### src/design/ckdht_pkg.sv
// ----------------------------------------------------------------------------
// Coordinate-keyed hash table package
// Shared constants, status codes, controller states and the command and
// status bundles between controller and datapath.
// ----------------------------------------------------------------------------
package ckdht_pkg;

	localparam int TABLE_DEPTH = 512;
	localparam int SLOT_W      = $clog2(TABLE_DEPTH);
	localparam int OCC_W       = $clog2(TABLE_DEPTH + 1);
	localparam int VALUE_W     = 32;
	localparam int STATUS_W    = 3;

	typedef enum logic [STATUS_W-1:0] {
		ST_INSERTED  = 3'd0,
		ST_UPDATED   = 3'd1,
		ST_FOUND     = 3'd2,
		ST_NOT_FOUND = 3'd3,
		ST_FULL      = 3'd4,
		ST_COLLISION = 3'd5
	} ckdht_status_t;

	typedef enum logic [3:0] {
		S_CLEAR  = 4'b0001,
		S_IDLE   = 4'b0010,
		S_LOOK   = 4'b0100,
		S_DECIDE = 4'b1000
	} ckdht_state_t;

	typedef struct packed {
		logic clear_en;
		logic load_in;
		logic look;
		logic commit;
	} ckdht_cmd_t;

	typedef struct packed {
		logic clear_done;
		logic out_free;
	} ckdht_sts_t;

endpackage

### src/design/ckdht_ctrl.sv
// ----------------------------------------------------------------------------
// Coordinate-keyed hash table controller
// Sequences the clearing pass after reset and the accept, lookup and
// decide steps of each request.
// ----------------------------------------------------------------------------
module ckdht_ctrl import ckdht_pkg::*; (
	input  logic       clk,
	input  logic       arst_n,
	input  logic       in_valid,
	output logic       in_stall,
	input  ckdht_sts_t sts,
	output ckdht_cmd_t cmd
);

	ckdht_state_t state_q;
	ckdht_state_t state_next;

	always_comb begin
		state_next   = state_q;
		cmd          = '0;
		in_stall     = 1'b1;
		unique case (state_q)
			S_CLEAR: begin
				cmd.clear_en = 1'b1;
				if (sts.clear_done) begin
					state_next = S_IDLE;
				end
			end
			S_IDLE: begin
				in_stall = 1'b0;
				if (in_valid) begin
					cmd.load_in = 1'b1;
					state_next  = S_LOOK;
				end
			end
			S_LOOK: begin
				cmd.look   = 1'b1;
				state_next = S_DECIDE;
			end
			S_DECIDE: begin
				if (sts.out_free) begin
					cmd.commit = 1'b1;
					state_next = S_IDLE;
				end
			end
			default: begin
				state_next = S_CLEAR;
			end
		endcase
	end

	always_ff @(posedge clk or negedge arst_n) begin
		if (!arst_n) begin
			state_q <= S_CLEAR;
		end else begin
			state_q <= state_next;
		end
	end

endmodule

### config.mk
export PLATFORM = sky130hd
export DESIGN_NAME = ckdht_ctrl
export DESIGN_NICKNAME = d
export VERILOG_FILES = /design/src/design/ckdht_pkg.sv /design/src/design/ckdht_ctrl.sv
export SDC_FILE = /design/constraint.sdc
export NUM_CORES = 1
export LEC_CHECK = 0
export BUFFER_PORTS_ARGS = -buffer_cell sky130_fd_sc_hd__clkbuf_2
export CORE_AREA = 8 8 45 47
export CTS_CLUSTER_DIAMETER = 120
export DETAILED_ROUTE_END_ITERATION = 8
export DIE_AREA = 0 0 53 55
export GPL_ROUTABILITY_DRIVEN = 0
export GPL_TIMING_DRIVEN = 0
export PLACE_DENSITY_LB_ADDON = 0.25
export SYNTH_ARGS = -nofsm -noshare
export SYNTH_HDL_FRONTEND = slang
export SYNTH_SLANG_ARGS = --single-unit
### constraint.sdc
create_clock -name clk -period 1.17 [get_ports clk]
set_input_delay 0.117 -clock clk [delete_from_list [all_inputs] [get_ports clk]]
set_output_delay 0.117 -clock clk [all_outputs]
set_load 0.01 [all_outputs]
==> out/metrics.cfg, run 1 <==
[min_path]
hp-class=input port to flip-flop

[yosys]
synth.avg_cell_area_um2=9.509
synth_top_area_cell=dfrtp_1
netlist_area_um2=237.7
synth_area_leaders=dfrtp_1, dfstp_2, and3_1
synth_sequential_area_ratio=0.4263
ys_ff_latch=4
synth_fp_nets=30
yosysWarnings=0
netlist.area_leader.share=0.3158
synth_cell_type_count=16
syn_inst=25

[layout]
seq_area_um2=105.1
largest_register=state_q
syn2layout_area_growth_pct=86.32
multiInputGateArea_um2=180.2
nets=52
diodes=0
top_regs=state_q: 4 flops
fin_area_um2=442.9
nFillCells=148
drive_above_1_share=0.6522
largest_reg_flops=4

[die]
chipHeight_um=55
core_area_um2=1384
die-area_um2=2915
die_w_um=53
io_pins=10
num_rows=14
start_util=0.1718

[place]
place_ws_ns=0.03899
placed_area_um2=302.8
port_buffers=9
dpl.hpwl_um=439.6

[detailed_routing]
firstDrtPassIters=2
drtAntennaViolNets=0
postRouteWirelength_um=659
drtIter0Drc=2
vias=260
viasPerCell=4.194
wl_per_cell_um=10.63
route.detailed.drc=0

[clock_network]
path_clk_slew_ns=0.04
clock-root-buffer=clkbuf_4
clk_latency_ns=0.23
cts_buffer_depth=2
cts.sinks=4
numCtsBuffers=3
h-tree-depth=1
cts_tree=done

[timing]
period_share=1.125
rsz0062_at_grt=true
drv_slew=0
setup_slack_ns=-0.1465
max_slew_margin=0.8396
clock.fmax_mhz=759.6
setup_viol=5
fin_crit_ns=1.316
worst_pin_slew_ns=0.2406
holdWs_ns=0.05605
fin_worst_skew_ns=0.003548
hold_viol_final=0

[global_routing]
grt_max_degree=9
grt.overflow.total=0
grt_pass1_wl_um=972
grt_pass1_vias=237
antenna_found_initial=0
grt_use_total=0.04608

[critical_path]
end_kind=output port
cp_data_arrival_time_ns=1.20
worstPathCellList=nor4b_4 > buf_2
slowest_stage=dfstp_2
critPathLaunchType=flip-flop
slowest_delay_ns=0.57
required_ns=1.05
crit_fanout=5
critPathKind=flip-flop to output port

[pwr]
leakagePower_nw=0.2158
pwr_density_cell_nw_per_um2=2035
ir_drop_uv=964.4

[run_status]
violations=setup timing
outcome=finished, violations left

[flow_run]
max_cap_violations=0

[cell families after synthesis]
kind of cell / synth area share
and+or+nand+nor: 0.3737
DFF: 0.4263
xor gates and xnor gates: 0.03685
AOI/OAI and AO/OA: 0.1632
[final timing paths]
check,end,cells after the start,slack (ns),start
min,state_q[0],2,0.06,sts[1]
max in group asynchronous,state_q[0],2,0.75,arst_n
min in group asynchronous,state_q[2],2,0.22,arst_n
max,cmd[3],2,-0.15,state_q[0]
max reg2reg,state_q[1],4,-0.02,state_q[0]
min reg2reg,state_q[0],2,0.66,state_q[1]
[synth_stat cells]
cell	number
nor3_1	1
a21o_1	1
a2bb2oi_1	1
nor4b_2	1
nand3b_1	1
nand2_1	1
nand2b_1	3
xor2_1	1
dfstp_2	1
o21ai_0	2
nor2b_1	2
nor2_1	2
dfrtp_1	3
o21ai_1	1
and3_1	3
a21boi_0	1
[routing by layer]
metal	wire, um	global-route usage	vias up	share of wire
met5	0	0	-	0
met4	0	0.03879	0	0
met3	45	0.02139	0	0.068
met2	320	0.06250	6	0.49
met1	294	0.05376	121	0.45
li1	-	-	133	-
[power by group]
group | internal, mW | leakage [nW] | switching [mW]
clock | 0.128 | 0.0150 | 0.0569
combinational | 0.290 | 0.154 | 0.146
sequential | 0.195 | 0.0465 | 0.0852
total | 0.613 | 0.216 | 0.288
[layout make-up]
class	instances	area share
flip-flops and latches	4	0.2373
well taps	16	0.04520
repair buffers	17	0.2514
multi-input cells	21	0.4068
clock buffers	4	0.05932
[critical path, delay by kind of cell, from the launching register on]
| kind | cells | cell delay [ns] |
|---|---|---|
| buf+inv | 1 | 0.17 |
| flops | 1 | 0.57 |
| simple gates | 1 | 0.22 |
[metrics by stage]
stage	instances	total power [mW]	setup TNS, ns	utilization
after floorplan	25	0.4226	0	-
after global placement	50	0.5228	0	0.2188
after detailed placement	50	0.5089	0	0.2188
after CTS	60	0.8246	-0.5701	0.2830
after global routing	62	0.9732	-0.8778	0.3201
final	62	0.9013	-0.5098	0.3201
[cells in the final DEF (no fill, tap or decap)]
cell type      count
a21o_1             1
o21ai_1            1
clkbuf_1           1
nor2_4             1
clkbuf_4           3
dfrtp_2            3
nand2b_4           1
nand2b_1           2
nand3b_1           1
nor3_2             1
dlygate4sd3_1      1
dfstp_2            1
clkbuf_2           7
buf_4              6
o21ai_0            2
nor2b_4            1
buf_2              2
and3_1             2
a21boi_0           1
nand2_1            1
xor2_1             1
and3_4             1
nor2_1             1
a2bb2oi_1          1
nor4b_4            1
nor2b_2            1
buf_6              1
[timing repair]
action | 4_1_cts | 5_1_grt
pin swaps | 1 | 0
gates resized for setup | 5 | 10
setup endpoints to repair | 5 | 6
hold buffers | 1 | 0
cloned | 0 | 0
setup buffers | 5 | 2
endpoints found under the hold margin | 4 | 0
No activity file was read; power rests on OpenSTA's default activity.
==> run 2, diff against run 1 <==
--- a/config.mk
+++ b/config.mk
@@ -5,6 +5,7 @@
 export SDC_FILE = /design/constraint.sdc
 export NUM_CORES = 1
 export LEC_CHECK = 0
+export ABC_AREA = 1
 export BUFFER_PORTS_ARGS = -buffer_cell sky130_fd_sc_hd__clkbuf_2
 export CORE_AREA = 8 8 45 47
 export CTS_CLUSTER_DIAMETER = 120
==> run 2 against run 1 <==
Effect of this change: largest power group unchanged; first-iteration DRC count is 100% lower; final cell count rose by 21%; the flow still finishes with violations (setup timing); cell area increased by 4.2%.
==> out/metrics.cfg, run 2 <==
[min_path]
min_from=sts[1]
whs_path_depth=3
hp-class=input port to flip-flop
holdPathEnd=state_q[0]

[yosys]
synth.avg_cell_area_um2=6.828
netlist.area_leader.share=0.3141
synth_most_common_cell=nand2_1
synth_top_area_cell=dfrtp_1
synth-xor-area-share=0
ys_ff_latch=4
yosysWarnings=0
ys.flop_type=dfrtp_1
synth-compound-area-share=0.02094
ys_top_cells_by_count=nand2_1, nor2_1, inv_1
synth_cell_type_count=13
netlist_area_um2=239.0
synthAdderAreaFrac=0
muxShareOfSynthArea=0
synth_sequential_area_ratio=0.4241
syn_inst=35
synth_top_family_by_area=simple AND/OR/NAND/NOR gates
synth_edf_count=0
synth_fp_nets=40
async_flop_share=1.000
synth_area_leaders=dfrtp_1, dfstp_2, nand2_1
synthSimpleGateAreaFrac=0.4450

[pwr]
clockPowerShare=0.167
p_sw_mw=0.4258
leakagePower_nw=0.2478
finalPower_mw=1.099
pwr-share-comb=0.599
ir_drop_uv=791.8
swShare=0.3875
seqPwrFrac=0.234
pwr_density_cell_nw_per_um2=2380
p_int_mw=0.6730

[detailed_routing]
drtIter0Drc=0
top_layer_used=met3
route.met2.wl_um=437
wl_met1_um=245
drtAntennaViolNets=0
firstDrtPassIters=1
route.detailed.drc=0
vias=300
postRouteWirelength_um=721
wl_per_cell_um=9.613
met3WireLength_um=37
viasPerCell=4.000

[global_routing]
grt_pass1_wl_mm=1.131
grt_max_degree=5
grt_use_total=0.05205
grt.overflow.total=0
grt_pass1_vias=301
antenna_found_initial=0

[timing]
max_slew_margin=0.8697
fin_worst_skew_ns=0.007563
rsz0062_at_grt=true
period_share=1.114
clock.fmax_mhz=767.5
setup_tns_ns=-0.3554
hold_viol_final=0
worst_pin_slew_ns=0.1947
setup_slack_ns=-0.1330
drv_slew=0
setup_viol=7
fin_crit_ns=1.303
holdWs_ns=0.1491

[layout]
fin_area_um2=461.7
top_regs=state_q: 4 flops
nFillCells=162
most-common-layout-cells=buf_4, clkbuf_2, nand2_1, nor2_2
layout_commonest_cell=buf_4
diodes=0
drive_above_1_share=0.6610
largest_reg_flops=4
nets=65
largest_register=state_q
syn2layout_area_growth_pct=93.19

[clock_network]
clock-root-buffer=clkbuf_4
cts_tree=done
clk_latency_ns=0.23
h-tree-depth=1
cts_buffer_depth=2
numCtsBuffers=3
cts.sinks=4
path_clk_slew_ns=0.03

[run_status]
outcome=finished, violations left
violations=setup timing

[critical_path]
end_kind=output port
crit_fanout=4
r2r-end=state_q[0]
rrSetupSlack_ns=-0.02
cp_data_arrival_time_ns=1.19
critPathLaunchType=flip-flop
required_ns=1.05
rr_worst_depth=9
reg2reg_from=state_q[2]
critPathKind=flip-flop to output port

[die]
num_rows=14
chipHeight_um=55
start_util=0.1727
core_area_um2=1384
io_pins=10
die_w_um=53
die-area_um2=2915

[place]
dpl.hpwl_um=501.1
port_buffers=9
placed_area_um2=304.0

[flow_run]
max_cap_violations=0

run 2: changes by cell type in the layout (fill, tap and decap cells not counted), sizes merged, moves of 2 or more:
cell	before	now
nand2b	3	0
nor2	2	9
and3	3	0
o21ai	3	1
buf	9	12
nand2	1	7
inv	0	6
nand3	0	4
nor2b	2	0
run 2: cell type report:
class / count / area (um2) / share of cell area
inverter: 7 / 26.28 / 0.05691
timing repair buffer: 20 / 133.9 / 0.2900
tap: 16 / 20.02 / 0.04336
multi-input combinational: 24 / 152.6 / 0.3306
clock buffer: 4 / 26.28 / 0.05691
sequential: 4 / 102.6 / 0.2222
run 2: repair_timing:
action                                  CTS  global route
buffers inserted                          8             3
resized for setup                         6            11
pin swaps                                 5             6
gates cloned                              0             0
hold buffers                              1             0
endpoints found under the setup margin    5             7
hold endpoints to repair                  4             0
run 2: metrics by stage:
stage,utilization,setup WS [ns],std cells
floorplan,-,0.1366,35
global placement,0.2197,0.08816,60
detailed placement,0.2197,0.07723,60
CTS,0.3020,-0.08810,73
global route,0.3336,-0.1972,75
finish,0.3336,-0.1330,75
run 2: kinds of logic after synthesis:
kind of cell	Yosys count
AOI/OAI and AO/OA	1
DFF	4
buffers and inverters	7
and+or+nand+nor	23
run 2: worst max-delay path, stage by stage (launching register included):
cell and delay (ns):
dfstp_2 0.56, inv_2 0.07, nand3_2 0.10, buf_4 0.12, clkbuf_2 0.12
run 2: power by group through the flow:
stage | Clock (mW) | Sequential [mW] | Combinational [mW]
after floorplan | 0 | 0.234 | 0.234
after global placement | 0 | 0.243 | 0.324
after detailed placement | 0 | 0.241 | 0.328
after CTS | 0.196 | 0.251 | 0.524
after global routing | 0.198 | 0.261 | 0.724
final | 0.183 | 0.257 | 0.658
run 2: routing by layer:
metal	GRT usage	up-vias
met1	0.05207	140
met4	0.03879	0
met3	0.01872	0
li1	-	156
met5	0	-
met2	0.08789	4
run 2: worst max-delay path by stage:
| stage | from | end | slack (ns) | depth (start not counted) |
|---|---|---|---|---|
| floorplan | state_q[2] | cmd[2] | 0.14 | 3 |
| global placement | state_q[2] | cmd[2] | 0.09 | 4 |
| detailed placement | state_q[2] | cmd[2] | 0.08 | 4 |
| CTS | state_q[3] | cmd[2] | -0.09 | 4 |
| global route | state_q[3] | in_stall | -0.20 | 4 |
| finish | state_q[0] | in_stall | -0.13 | 4 |
